### src/rtl/core/ils_pkg.sv
// Shared operation codes, status codes and cell command types for the indexed list store.
`default_nettype none
package ils_pkg;

	localparam int unsigned DATA_W  = 32;
	localparam int unsigned OP_W    = 3;
	localparam int unsigned IDX_W   = 6;
	localparam int unsigned STAT_W  = 2;
	localparam int unsigned COUNT_W = 7;

	localparam logic [OP_W-1:0] OP_PUSH   = 3'd0;
	localparam logic [OP_W-1:0] OP_POP    = 3'd1;
	localparam logic [OP_W-1:0] OP_INSERT = 3'd2;
	localparam logic [OP_W-1:0] OP_REMOVE = 3'd3;
	localparam logic [OP_W-1:0] OP_READ   = 3'd4;

	localparam logic [STAT_W-1:0] ST_OK    = 2'd0;
	localparam logic [STAT_W-1:0] ST_EMPTY = 2'd1;
	localparam logic [STAT_W-1:0] ST_RANGE = 2'd2;
	localparam logic [STAT_W-1:0] ST_FULL  = 2'd3;

	// What every cell of the chain does in this cycle.
	typedef enum logic [1:0] {
		ACT_NONE   = 2'd0,
		ACT_PUSH   = 2'd1,
		ACT_INSERT = 2'd2,
		ACT_REMOVE = 2'd3
	} act_kind_t;

	typedef struct packed {
		act_kind_t          kind;
		logic [DATA_W-1:0]  data;
	} cell_cmd_t;

endpackage
`default_nettype wire

### src/rtl/core/ils_cell.sv
// One storage cell of the list chain: holds one entry and trades it with its neighbors.
`default_nettype none
module ils_cell #(
	parameter int unsigned PW  = 7,
	parameter int unsigned POS = 0
) (
	input  wire                              clk,
	input  wire  ils_pkg::cell_cmd_t         cmd,
	input  wire  [PW-1:0]                    pos,
	input  wire  [PW-1:0]                    rd_pos,
	input  wire  [ils_pkg::DATA_W-1:0]       left_data,
	input  wire  [ils_pkg::DATA_W-1:0]       right_data,
	output logic [ils_pkg::DATA_W-1:0]       data,
	output logic [ils_pkg::DATA_W-1:0]       rd_data
);

	localparam logic [PW-1:0] MY_POS = PW'(POS);

	logic [ils_pkg::DATA_W-1:0] data_q;
	logic [ils_pkg::DATA_W-1:0] data_d;

	always_comb begin
		data_d = data_q;
		case (cmd.kind)
			ils_pkg::ACT_PUSH: begin
				if (MY_POS == pos) data_d = cmd.data;
			end
			ils_pkg::ACT_INSERT: begin
				// Cells past the insertion point take their left neighbor's entry.
				if (MY_POS == pos) data_d = cmd.data;
				else if (MY_POS > pos) data_d = left_data;
			end
			ils_pkg::ACT_REMOVE: begin
				if (MY_POS >= pos) data_d = right_data;
			end
			default: data_d = data_q;
		endcase
	end

	always_ff @(posedge clk) begin
		data_q <= data_d;
	end

	assign data    = data_q;
	assign rd_data = (rd_pos == MY_POS) ? data_q : '0;

endmodule
`default_nettype wire

### config.mk
export PLATFORM = sky130hd
export DESIGN_NAME = ils_cell
export DESIGN_NICKNAME = d
export VERILOG_FILES = /design/src/rtl/core/ils_pkg.sv /design/src/rtl/core/ils_cell.sv
export SDC_FILE = /design/constraint.sdc
export NUM_CORES = 1
export LEC_CHECK = 0
export BUFFER_PORTS_ARGS = -buffer_cell sky130_fd_sc_hd__buf_4
export CELL_PAD_IN_SITES_DETAIL_PLACEMENT = 2
export CELL_PAD_IN_SITES_GLOBAL_PLACEMENT = 2
export CORE_MARGIN = 2
export CORE_UTILIZATION = 23
export CTS_CLUSTER_DIAMETER = 50
export CTS_CLUSTER_SIZE = 25
export DETAILED_ROUTE_END_ITERATION = 7
export HOLD_SLACK_MARGIN = 0.06
export PLACE_DENSITY = 0.95
export SYNTH_ARGS = -nofsm -noshare
export SYNTH_HDL_FRONTEND = slang
export SYNTH_SLANG_ARGS = --single-unit
### constraint.sdc
create_clock -name clk -period 5.89 [get_ports clk]
set_clock_uncertainty 0.2 [all_clocks]
set_input_delay 0.589 -clock clk [delete_from_list [all_inputs] [get_ports clk]]
set_output_delay 0.589 -clock clk [all_outputs]
set_load 0.02 [all_outputs]
**Word-level counts from Yosys, hierarchy flattened**

Cells that the tools add are included.

- Logic and storage cells: 19
- Bits of input ports: 113
- Output and inout port bits: 64
- Register bits after elaboration: 32

- Reductions and logical operators: 4
- Muxes and demuxes: 6
- Magnitude comparators: 2
- Equal/unequal tests: 6

Operator list:

| operator | count |
|---|---|
| 32-bit 2-to-1 mux | 5 |
| 32-bit one-hot mux with 3 select lines | 1 |
| 7-bit logical NOT | 2 |
| 1-bit by 7-bit greater-or-equal comparator with 1-bit output, first input constant | 1 |
| 1-bit by 7-bit > comparator with 1-bit output, first input constant | 1 |
| 2-bit equality test, second input constant | 2 |
| 2-bit inequality test, second input constant | 2 |
| 4-bit AND reduction | 1 |
| 3-bit inequality test, second input constant | 1 |
| 3-bit nonzero test | 1 |
| 2-bit by 1-bit equality test with 1-bit output, second input constant | 1 |

**Logic depth before layout (Yosys ltp)**

- Depth after elaboration: 4
- Gate-level depth with buffers: 6
- Mapped depth without buffers: 3

**Least setup slack after synthesis**

No wires, ideal clock.

- Path type: input to register
- From: input port pos[3]
- To: register data_q, in the netlist data[0], enable pin
- Required time: 5299 ps
- Stages on the path: 5
- Arrival time: 2246 ps
- Library setup time: 391 ps
- Setup slack: 3053 ps
- Path buffers: 2
- Path through: nor4_2 > and2_1 > buf_2 > buf_4 > o21a_1

- Longest elaborated chain between the ends: 3
- Elaborated cells on any way between the ends: 7
- Those cells by class: order compare (2); eq/ne (3); reduce/logical (2)

RTL lines:

| element | RTL line | text |
|---|---|---|
| start, declared | ils_cell.sv:9 | `input wire [PW-1:0] pos,` |
| 1-bit by 7-bit > comparator with 1-bit output, or another cell as far along | ils_cell.sv:31 | `else if (MY_POS > pos) data_d = left_data;` |
| 3-bit inequality test (no line) or 2-bit inequality test (tied branches) | n/a |  |
| 4-bit AND reduction (no line) (*) | n/a |  |
| end signal, assigned | ils_cell.sv:41 | `data_q <= data_d;` |
| end, declared | ils_cell.sv:19 | `logic [ils_pkg::DATA_W-1:0] data_q;` |

Mark *: on every way between the ends. The rest lies on a longest branch, timed or not.
A chain may end at the register's enable or synchronous reset.

**Worst setup path after layout**

- From: input port pos[3]
- To: register data_q, in the netlist data[8], enable pin

The elaborated chain is that of the path after synthesis.

==> impl_metrics.env <==
export IMPL_wl_um=10620
export IMPL_p_int_mw=0.4085
export IMPL_die_x_um=105.3
export IMPL_numCtsBuffers=5
export IMPL_tns_ns=0
export IMPL_mostFrequentLayoutCell="buf_4"
export IMPL_cap_violations=0
export IMPL_arrival_ns=2.66
export IMPL_cp_start_kind="input port"
export IMPL_grt_pass1_vias=3035
export IMPL_antenna_left=0
export IMPL_regArea_sq_um=960.9
export IMPL_drive_gt1_frac=0.5286
export IMPL_net_switching_power_mw=0.1468
export IMPL_seq_power_share=0.460
export IMPL_combPwrFrac=0.243
export IMPL_vdd_drop_max_uv=78.31
export IMPL_antenna_found_initial=0
export IMPL_crit_type="in2reg"
export IMPL_power_mw=0.5552
export IMPL_grt_max_degree=67
export IMPL_viasPerCell=5.071
export IMPL_grt_pass1_wl_um=16750
export IMPL_yosysSeqAreaShare=0.4074
export IMPL_power_frac_clock=0.297
export IMPL_cts_setup_buffers=0
export IMPL_netlist_instances=262
export IMPL_diodes=0
export IMPL_slew_limit_headroom=0.4593
export IMPL_critical_path_max_fanout=33
export IMPL_place_port_buffers=176
export IMPL_worstHoldPathType="in2reg"
export IMPL_placed_cells=545
export IMPL_crit_path_end_kind="register"
export IMPL_routedWlPerCell_um=19.21
export IMPL_synth_area_leaders="edfxtp_1, o211ai_1, and2_2"
export IMPL_multi_input_area_sq_um=1289
export IMPL_first_iter_violations=98
export IMPL_fmax_ghz=0.3383
export IMPL_drc=0
export IMPL_firstDrtPassIters=4
export IMPL_finalNetCount=532
export IMPL_num_rows=36
export IMPL_yosysTopAreaCellShare=0.4074
export IMPL_avgSynthCellArea_sq_um=9.002
export IMPL_synth_edf_count=32
export IMPL_netlist_cell_type_count=18
export IMPL_cts_num_sinks=32
export IMPL_final_min_clock_period_ns=2.956
export IMPL_synth_area_sq_um=2359
export IMPL_netSwitchingFraction=0.2643
export IMPL_synthToLayoutAreaGrowth_pct=63.55
export IMPL_syn_num_nets=375
export IMPL_htree_levels=2
export IMPL_p_per_area_nw_per_um2=143.9
export IMPL_worst_slew_pin_slew_ns=0.8111
export IMPL_ys_ff_latch=32
export IMPL_largest_reg_flops=32
export IMPL_gp_congestion=0.7438
export IMPL_rsz0062_at_grt="no"
export IMPL_slew_viol_final=0
export IMPL_clock_root_buffer="clkbuf_8"
export IMPL_nFillCells=1114
export IMPL_ys_warn_count=0
export IMPL_power_leakage_nw=1.553
export IMPL_grt_overflow=0
export IMPL_clockBufferDepth=2
export IMPL_hold_buffers=0
export IMPL_critPathRequiredTime_ns=5.60
export IMPL_synthArstFlopShare=0
export IMPL_grt_usage=0.1895
export IMPL_cts_tree="done"
export IMPL_dpl_hpwl_um=8083
export IMPL_start_util=0.2391
export IMPL_clk_pin_slew_ns=0.07
export IMPL_finalSetupViolCount=0
export IMPL_ys_flop_type="edfxtp_1"
export IMPL_finalCritPeriodShare=0.5019
export IMPL_num_vias=2804
export IMPL_die_area_sq_um=11080
export IMPL_core_area_sq_um=9864
export IMPL_hold_viol_final=0
export IMPL_hold_ws_ns=0.4352
export IMPL_outcome="finished, final reports clean"
export IMPL_synth_top_area_cell="edfxtp_1"
export IMPL_io_pins=177
export IMPL_fin_cells=553
export IMPL_ctsResizeCount=0
export IMPL_die_h_um=105.3
cell type report:
type	instances	share of cell area
flip-flops and latches	32	0.2491
clock buffers	5	0.01784
multi-input cells	199	0.3341
clock inverters	3	0.003568
well taps	133	0.04314
repair buffers	181	0.3523
worst max-delay path, stage by stage:
cell	delay [ns]
buf_4	0.12
nor4_4	0.25
buf_4	0.39
and2_1	0.19
buf_4	0.35
o21a_2	0.75
per-layer routing:
layer	global-route usage	vias up	routed length [um]
met5	0	-	0
li1	-	1307	-
met3	0.04638	12	730
met1	0.2284	1359	4394
met2	0.3415	126	5402
met4	0.03714	0	93
through the flow:
| step | worst slack (ns) | cell area [sq um] | utilization |
|---|---|---|---|
| after floorplan | 3.053 | 2359 | - |
| after global placement | 2.680 | 3775 | 0.3827 |
| after detailed placement | 2.586 | 3775 | 0.3827 |
| after CTS | 2.888 | 3857 | 0.3910 |
| after global routing | 2.753 | 3857 | 0.3910 |
| final | 2.934 | 3857 | 0.3910 |
power by group through the flow:
stage / Combinational, mW / Sequential, mW / Clock (mW)
2_1_floorplan: 0.0536 / 0.262 / 0
3_3_place_gp: 0.129 / 0.260 / 0
3_5_place_dp: 0.136 / 0.260 / 0
4_1_cts: 0.136 / 0.255 / 0.170
5_1_grt: 0.148 / 0.255 / 0.177
6_report: 0.135 / 0.255 / 0.165
cells in the mapped netlist (3+ instances only):
library cell	instances
a31oi_1	32
o211ai_1	32
buf_2	6
nor2b_1	33
clkbuf_2	3
nand2_1	32
edfxtp_1	32
buf_1	3
clkbuf_1	18
and2_1	5
and2_2	28
nand4_1	32
logic make-up after synthesis:
logic type / Yosys count / synth area share
AO/OA/AOI/OAI: 65 / 0.1899
AND/OR/NAND/NOR: 134 / 0.3469
buffers and inverters: 31 / 0.05570
flip-flops: 32 / 0.4074
final timing paths:
path	depth (start not counted)	slack, ns	from	to
worst max-delay path	6	2.93	pos[3]	data[8]
worst min-delay path	3	0.44	right_data[19]	data[19]
(Power assumes the default switching activity.)
