[src/rtl/core/ils_pkg.sv]
// Shared operation codes, status codes and cell command types for the indexed list store.
`default_nettype none
package ils_pkg;

	localparam int unsigned DATA_W  = 32;
	localparam int unsigned OP_W    = 3;
	localparam int unsigned IDX_W   = 6;
	localparam int unsigned STAT_W  = 2;
	localparam int unsigned COUNT_W = 7;

	localparam logic [OP_W-1:0] OP_PUSH   = 3'd0;
	localparam logic [OP_W-1:0] OP_POP    = 3'd1;
	localparam logic [OP_W-1:0] OP_INSERT = 3'd2;
	localparam logic [OP_W-1:0] OP_REMOVE = 3'd3;
	localparam logic [OP_W-1:0] OP_READ   = 3'd4;

	localparam logic [STAT_W-1:0] ST_OK    = 2'd0;
	localparam logic [STAT_W-1:0] ST_EMPTY = 2'd1;
	localparam logic [STAT_W-1:0] ST_RANGE = 2'd2;
	localparam logic [STAT_W-1:0] ST_FULL  = 2'd3;

	// What every cell of the chain does in this cycle.
	typedef enum logic [1:0] {
		ACT_NONE   = 2'd0,
		ACT_PUSH   = 2'd1,
		ACT_INSERT = 2'd2,
		ACT_REMOVE = 2'd3
	} act_kind_t;

	typedef struct packed {
		act_kind_t          kind;
		logic [DATA_W-1:0]  data;
	} cell_cmd_t;

endpackage
`default_nettype wire

[src/rtl/core/ils_ctrl.sv]
// List control: length register, error checks and the command broadcast to the cells.
`default_nettype none
module ils_ctrl #(
	parameter int unsigned DEPTH = 64,
	parameter int unsigned LW    = 7
) (
	input  wire                              clk,
	input  wire                              arst_n,
	input  wire                              vld,
	input  wire  [ils_pkg::OP_W-1:0]         op,
	input  wire  [ils_pkg::IDX_W-1:0]        idx,
	input  wire  [ils_pkg::DATA_W-1:0]       val,
	output ils_pkg::cell_cmd_t               cmd,
	output logic [LW-1:0]                    pos,
	output logic [LW-1:0]                    rd_pos,
	output logic                             rd_en,
	output logic [ils_pkg::STAT_W-1:0]       status,
	output logic [LW-1:0]                    len_next
);

	localparam int unsigned CW = (LW > ils_pkg::IDX_W) ? LW : ils_pkg::IDX_W;

	logic [LW-1:0] len_q;
	logic          full;
	logic          empty;
	logic          in_range;

	assign full     = (len_q == LW'(DEPTH));
	assign empty    = (len_q == '0);
	assign in_range = (CW'(idx) < CW'(len_q));

	always_comb begin
		cmd.kind = ils_pkg::ACT_NONE;
		cmd.data = val;
		status   = ils_pkg::ST_OK;
		rd_en    = 1'b0;
		len_next = len_q;
		pos      = LW'(idx);
		rd_pos   = LW'(idx);
		case (op)
			ils_pkg::OP_PUSH: begin
				pos = len_q;
				if (full) begin
					status = ils_pkg::ST_FULL;
				end else begin
					cmd.kind = ils_pkg::ACT_PUSH;
					len_next = len_q + 1'b1;
				end
			end
			ils_pkg::OP_POP: begin
				rd_pos = len_q - 1'b1;
				if (empty) begin
					status = ils_pkg::ST_EMPTY;
				end else begin
					rd_en    = 1'b1;
					len_next = len_q - 1'b1;
				end
			end
			ils_pkg::OP_INSERT: begin
				if (full) begin
					status = ils_pkg::ST_FULL;
				end else if (!in_range) begin
					status = ils_pkg::ST_RANGE;
				end else begin
					cmd.kind = ils_pkg::ACT_INSERT;
					len_next = len_q + 1'b1;
				end
			end
			ils_pkg::OP_REMOVE: begin
				if (!in_range) begin
					status = ils_pkg::ST_RANGE;
				end else begin
					cmd.kind = ils_pkg::ACT_REMOVE;
					len_next = len_q - 1'b1;
				end
			end
			ils_pkg::OP_READ: begin
				if (!in_range) status = ils_pkg::ST_RANGE;
				else rd_en = 1'b1;
			end
			default: begin
				status = ils_pkg::ST_OK;
			end
		endcase
		if (!vld) cmd.kind = ils_pkg::ACT_NONE;
	end

	always_ff @(posedge clk or negedge arst_n) begin
		if (!arst_n) begin
			len_q <= '0;
		end else if (vld) begin
			len_q <= len_next;
		end
	end

endmodule
`default_nettype wire

[config.mk]
export PLATFORM = sky130hd
export DESIGN_NAME = ils_ctrl
export DESIGN_NICKNAME = d
export VERILOG_FILES = /design/src/rtl/core/ils_pkg.sv /design/src/rtl/core/ils_ctrl.sv
export SDC_FILE = /design/constraint.sdc
export NUM_CORES = 1
export LEC_CHECK = 0
export ABC_AREA = 1
export BUFFER_PORTS_ARGS = -buffer_cell sky130_fd_sc_hd__buf_4
export CAP_MARGIN = 40
export CORE_AREA = 8 8 70 72
export CTS_CLUSTER_SIZE = 8
export DETAILED_ROUTE_END_ITERATION = 16
export DIE_AREA = 0 0 78 80
export PLACE_DENSITY = 0.79
export SYNTH_ARGS = -nofsm -noshare
export SYNTH_HDL_FRONTEND = slang
export SYNTH_SLANG_ARGS = --single-unit
[constraint.sdc]
create_clock -name clk -period 2.3 [get_ports clk]
set_input_delay 0.115 -clock clk [delete_from_list [all_inputs] [get_ports clk]]
set_output_delay 0.115 -clock clk [all_outputs]
set_load 0.005 [all_outputs]
# Word level (Yosys, flattened, before mapping)
# Cells that the tools add are included.
[totals]
ff_bits = 7
output_inout_bits = 58
word_cells = 34
[classes]
addsub = 2
order_cmp = 1
n_eq_ne = 5
muxes = 22
n_reduce_logical = 3
[ops]
columns = ["op", "count"]
rows = [
  ["7-bit two-way mux", 7],
  ["7-bit case mux with 4 select lines", 1],
  ["2-bit two-way mux", 7],
  ["2-bit case mux with 4 select lines", 1],
  ["7-bit by 1-bit adder with 7-bit output (second input constant)", 1],
  ["7-bit == test (second input constant)", 1],
  ["7-bit zero test", 1],
  ["6-bit by 7-bit < comparator with 1-bit output", 1],
  ["7-bit by 1-bit subtractor with 7-bit output (second input constant)", 1],
  ["3-bit by 2-bit == test with 1-bit output (second input constant)", 2],
  ["2-bit case mux with 3 select lines", 1],
  ["1-bit two-way mux", 4],
  ["3-bit by 1-bit == test with 1-bit output (second input constant)", 1],
  ["3-bit == test (second input constant)", 1],
  ["3-bit zero test", 1],
  ["1-bit case mux with 2 select lines", 1],
  ["2-bit OR reduction", 1],
]

# Logic depth before layout (Yosys ltp)
[logic_depth]
ltp_word = 5
mapped_depth = 15
depth_no_buf = 14

# Least setup slack after synthesis
# Ideal clock, no wire load.
[synth_timing]
kind = "reg-to-reg"
from = "reg len_q[4]"
to = "reg len_q[1]"
setup_ps = 116
arrival_time_ps = 1718
required_time_ps = 2184
setup_slack_ps = 466
path_stages_with_launch = 14
n_path_buf = 1
synth_period_minus_slack_ps = 1834
path_cell_list = "dfrtp_1 buf_6 inv_1 ha_1 nand2_1 nand2_1 a21boi_4 nand2_4 nand2_4 nand3_1 nand2_1 nand3_2 nand2_1 nand2_1"
[synth_via]
elab_chain_cells = 4
elab_cells_between_ends = 9
cone_classes = "1 x order compare; 1 x eq/ne; 6 x mux; 1 x reduce/logical"
[synth_lines]
columns = ["element", "line_no", "text"]
rows = [
  ["from (decl)", "ils_ctrl.sv:23", "logic [LW-1:0] len_q;"],
  ["from (signal assigned)", "ils_ctrl.sv:92", "len_q <= len_next;"],
  ["6-bit by 7-bit < comparator with 1-bit output", "ils_ctrl.sv:30", "assign in_range = (CW'(idx) < CW'(len_q));"],
  ["7-bit two-way mux", "ils_ctrl.sv:62", "end else if (!in_range) begin"],
  ["7-bit two-way mux", "ils_ctrl.sv:60", "if (full) begin"],
  ["7-bit case mux with 4 select lines (*)", "ils_ctrl.sv:40", "case (op)"],
  ["net len_next[1]", "ils_ctrl.sv:18", "output logic [LW-1:0] len_next"],
]
# The timed path passes the listed nets; every way through them passes the cells marked *.
# A chain may end at the register's enable or synchronous reset.

# Final worst setup path
[layout_timing]
from = "reg len_q[4]"
to = "out len_next[2]"
[layout_via]
elab_chain_cells = 4
elab_cells_between_ends = 9
cone_classes = "1 x order compare; 1 x eq/ne; 6 x mux; 1 x reduce/logical"
[layout_lines]
columns = ["element", "line_no"]
rows = [
  ["6-bit by 7-bit < comparator with 1-bit output", "ils_ctrl.sv:30"],
  ["7-bit two-way mux", "ils_ctrl.sv:62"],
  ["7-bit two-way mux", "ils_ctrl.sv:60"],
  ["7-bit case mux with 4 select lines (*)", "ils_ctrl.sv:40"],
  ["to (decl)", "ils_ctrl.sv:18"],
]
# Every way passes the cells marked *; elsewhere a longest branch is shown, timed or not.

==> results summary <==
The initial utilization of the core area, before any placement, comes to 0.4069. The worst hold path belongs to the class in -> reg. The number of max-capacitance violations reported came out at 0. The average wire length per cell after detail routing came out at 14.48 microns. No sink is reached through more buffers than the 2 on the longest clock path. The maximum fanout count along the critical path came out at 4. The largest net degree at the start of global routing is 14. The static power due to leakage came out at 0.9544 nW. The global routing usage summed across all routing layers is 0.1509. The post-synthesis share of cell area spent on xor and xnor gates is 0.03349. In the final design database the tool counted 319 nets. Among all flip-flop cells after synthesis, the most frequent one is dfrtp_1. The flow ran to the end, and the final reports show no timing, DRC or antenna violations. The wire length of the first global-routing pass is 7562 microns. Yosys mapped a number of flops with a built-in enable equal to 0. CTS built an H-tree with a depth of 1. The flip-flop count of the largest register after layout came out at 7. After detailed routing, no signal wire sits above met4. The antenna diode instance count came out at 0. Setup repair after global routing left no endpoint under its margin. The quantity of I/O buffers inserted on ports is 37. The share of the synthesized area in compound gates (AO/OA/AOI/OAI) is 0.09171. TritonCTS built the clock tree. The data arrival time of the critical path is 2.07 ns. After legalization and detailed placement, the total HPWL measured 3772 microns. The fmax came out at 0.4577 GHz. The clock tree skew after final layout is 0.005915 ns. The fraction of registers with async set or reset after synthesis came out at 1.000.

The area enclosed by the die boundary came out at 6240 sq um. The post-layout minimum cycle time is 2.185 ns. After synthesis, the largest family of logic cells by area is simple AND/OR/NAND/NOR gates. The number of slew-limit violations in the final report is 0.

The fraction of the yosys area taken by sequential cells is 0.1116. The via density per instance is 5.082. The largest registers in the layout are len_q: 7 flops. The power per cell area is 726.4 nW/um^2.

Measured on the finished design, the core utilization comes to 0.4549. The transition time at the pin with the least slew margin came out at 0.4742 ns. The gate count after technology mapping came out at 253.

The clock latency on the worst-skew pair came out at 0.24 ns. STA classifies the critical path endpoint as an output port. Summed over all nets, wire length on met3 after detailed routing comes to 324 microns.

The post-synthesis share of cell area spent on full adders, half adders and majority gates came out at 0.05582. The number of clock buffers inserted by TritonCTS is 3. Across all setup checks in the final design, the least slack found is 0.1152 ns. The weighted congestion at the end of routability-driven global placement is 1.032. The violation count after the first detailed-routing iteration came out at 108.

The core region area is 3856 sq um. In the finished design, the share of the clock period the worst path needs comes to 0.9499. STA puts the critical path data required time at 2.18 ns.

The wire length reported by the detailed router is 4589 microns. By startpoint and endpoint, the worst setup path is classified as reg -> out. The area added between synthesis and finish is 11.80%. The number of top-level design ports is 102.

The die extent in y is 80 microns. The total via count in the routed design came out at 1611. The number of distinct library cell variants in the gate-level netlist after synthesis is 32. Synthesis produced a netlist with a net count of 304. In this run the core area contains 23 standard-cell rows.

The basic-gate share of the synthesized area counting and, or, nand and nor cells came out at 0.4434. The cell area after synthesis is 1569 sq um. The worst setup slack before clock tree synthesis is 0.3570 ns. After synthesis, the share of cell area in mux cells is 0. The first-pass detailed-route iteration total came out at 4. STA classifies the critical path startpoint as a register. Counting flops per register, the top entry is len_q.

The number of design rule violations left after detail routing came out at 0. The accumulated negative setup slack came out at 0 ns. The number of synthesis warnings came out at 0. The number of failing hold endpoints at the final stage came out at 0.

After clock tree synthesis, the clock-pin slew on the worst setup and hold paths is 0.05 ns. The initial antenna violation count came out at 0. The fraction of final layout cells with drive strength greater than 1 is 0.3146.

For this block, wires on met1 add up to 1882 microns. CTS saw 7 sinks. The total congestion overflow came out at 0. The wire length on met2 is 2229 microns. The floorplan die width came out at 78 microns. The final antenna-violating net count came out at 0.

The number of global-route vias before repair is 1578. The final count of negative-setup-slack endpoints is 0. The mean area per synthesized cell is 6.202 sq um. The relative max-transition margin came out at 0.6835. The root buffer cell chosen for the clock tree is clkbuf_8. The register bit count reported by yosys came out at 7. The worst vdd rail ir drop came out at 0.3219 mV.
[cell families after synthesis]
group | count (synthesis)
AND/OR/NAND/NOR | 143
AO/OA/AOI/OAI | 24
buffers and inverters | 66
adder cells (fa/ha/maj) | 7
XOR/XNOR | 6
flip-flops | 7
[area by class of cell]
class / instances / area (sq um)
inverter: 27 / 108.9
multi-input combinational: 180 / 992.2
clock buffer: 4 / 45.04
tap: 50 / 62.56
sequential: 7 / 175.2
fill: 420 / 2102
timing repair buffer: 49 / 370.4
[layout by cell type, fill, tap and decap left out, types with 4 or more instances in the layout]
cell type	netlist	routed
nand2_1	82	81
buf_4	32	48
inv_1	21	19
nor2_1	18	18
nand3_1	14	14
o21ai_0	11	11
a21oi_1	7	7
nand2_2	7	7
ha_1	7	7
dfrtp_1	7	7
inv_2	4	6
xor2_1	6	6
nand4_1	5	5
nand2_4	3	4
nand3_2	4	4
[repair_timing]
item,4_1_cts,5_1_grt
gates resized for setup,0,5
setup endpoints to repair,0,2
setup buffers,0,2
hold buffers,1,0
hold endpoints to repair,7,0
[Yosys cell counts (3+ instances only)]
| cell | n | area (sq um) |
|---|---|---|
| xor2_1 | 6 | 52.55 |
| o21ai_0 | 11 | 55.05 |
| dfrtp_1 | 7 | 175.2 |
| a21oi_1 | 7 | 35.03 |
| nand2_1 | 82 | 307.8 |
| nand3_1 | 14 | 70.07 |
| buf_4 | 32 | 240.2 |
| nand3_2 | 4 | 40.04 |
| nor2_1 | 18 | 67.56 |
| nand2_2 | 7 | 43.79 |
| inv_2 | 4 | 15.01 |
| nand2_4 | 3 | 33.78 |
| buf_6 | 5 | 56.30 |
| ha_1 | 7 | 87.58 |
| nand4_1 | 5 | 31.28 |
| nor2_2 | 3 | 18.77 |
| inv_1 | 21 | 78.83 |
[worst max-delay path: stages, from the launching register on]
cell and delay (ns):
dfrtp_1 0.38, inv_2 0.05, ha_1 0.28, nand2_1 0.07
nand2_1 0.09, a21boi_4 0.27, nand3_2 0.14, nand2_2 0.14
nand2_1 0.06, nand2_1 0.05, nor2_1 0.05, a21oi_1 0.13
buf_4 0.13
[where the power goes]
part	internal [mW]	switching, mW	leakage [nW]
clock network	0.121	0.0683	0.0228
logic	0.368	0.524	0.843
registers	0.158	0.0351	0.0884
[path summary, 6_finish.rpt]
check,slack [ns],cells past startpoint,endpoint,startpoint
setup / recovery,0.12,12,len_next[2],len_q[4]
hold / removal,0.14,2,len_q[2],vld
setup reg to reg,0.48,11,len_q[4],len_q[4]
hold reg to reg,0.66,3,len_q[5],len_q[5]
max in group asynchronous,1.93,2,len_q[0],arst_n
min in group asynchronous,0.23,2,len_q[6],arst_n
[per-layer routing]
layer | GRT usage | vias to the layer above
met5 | 0 | -
met4 | 0.08704 | 0
met3 | 0.03041 | 17
met2 | 0.2506 | 76
met1 | 0.1770 | 722
li1 | - | 796
[metrics by stage]
| stage | total power [mW] | std cells | area [sq um] | hold WS (ns) |
|---|---|---|---|---|
| 3_5_place_dp | 1.055 | 310 | 1672 | -0.05701 |
| 3_3_place_gp | 1.052 | 310 | 1672 | -0.06030 |
| 2_1_floorplan | 0.7910 | 253 | 1569 | -0.1806 |
| 6_report | 1.274 | 317 | 1754 | 0.1393 |
| 5_1_grt | 1.395 | 317 | 1754 | 0.1521 |
| 4_1_cts | 1.249 | 315 | 1727 | 0.1343 |
(Power assumes the default switching activity.)
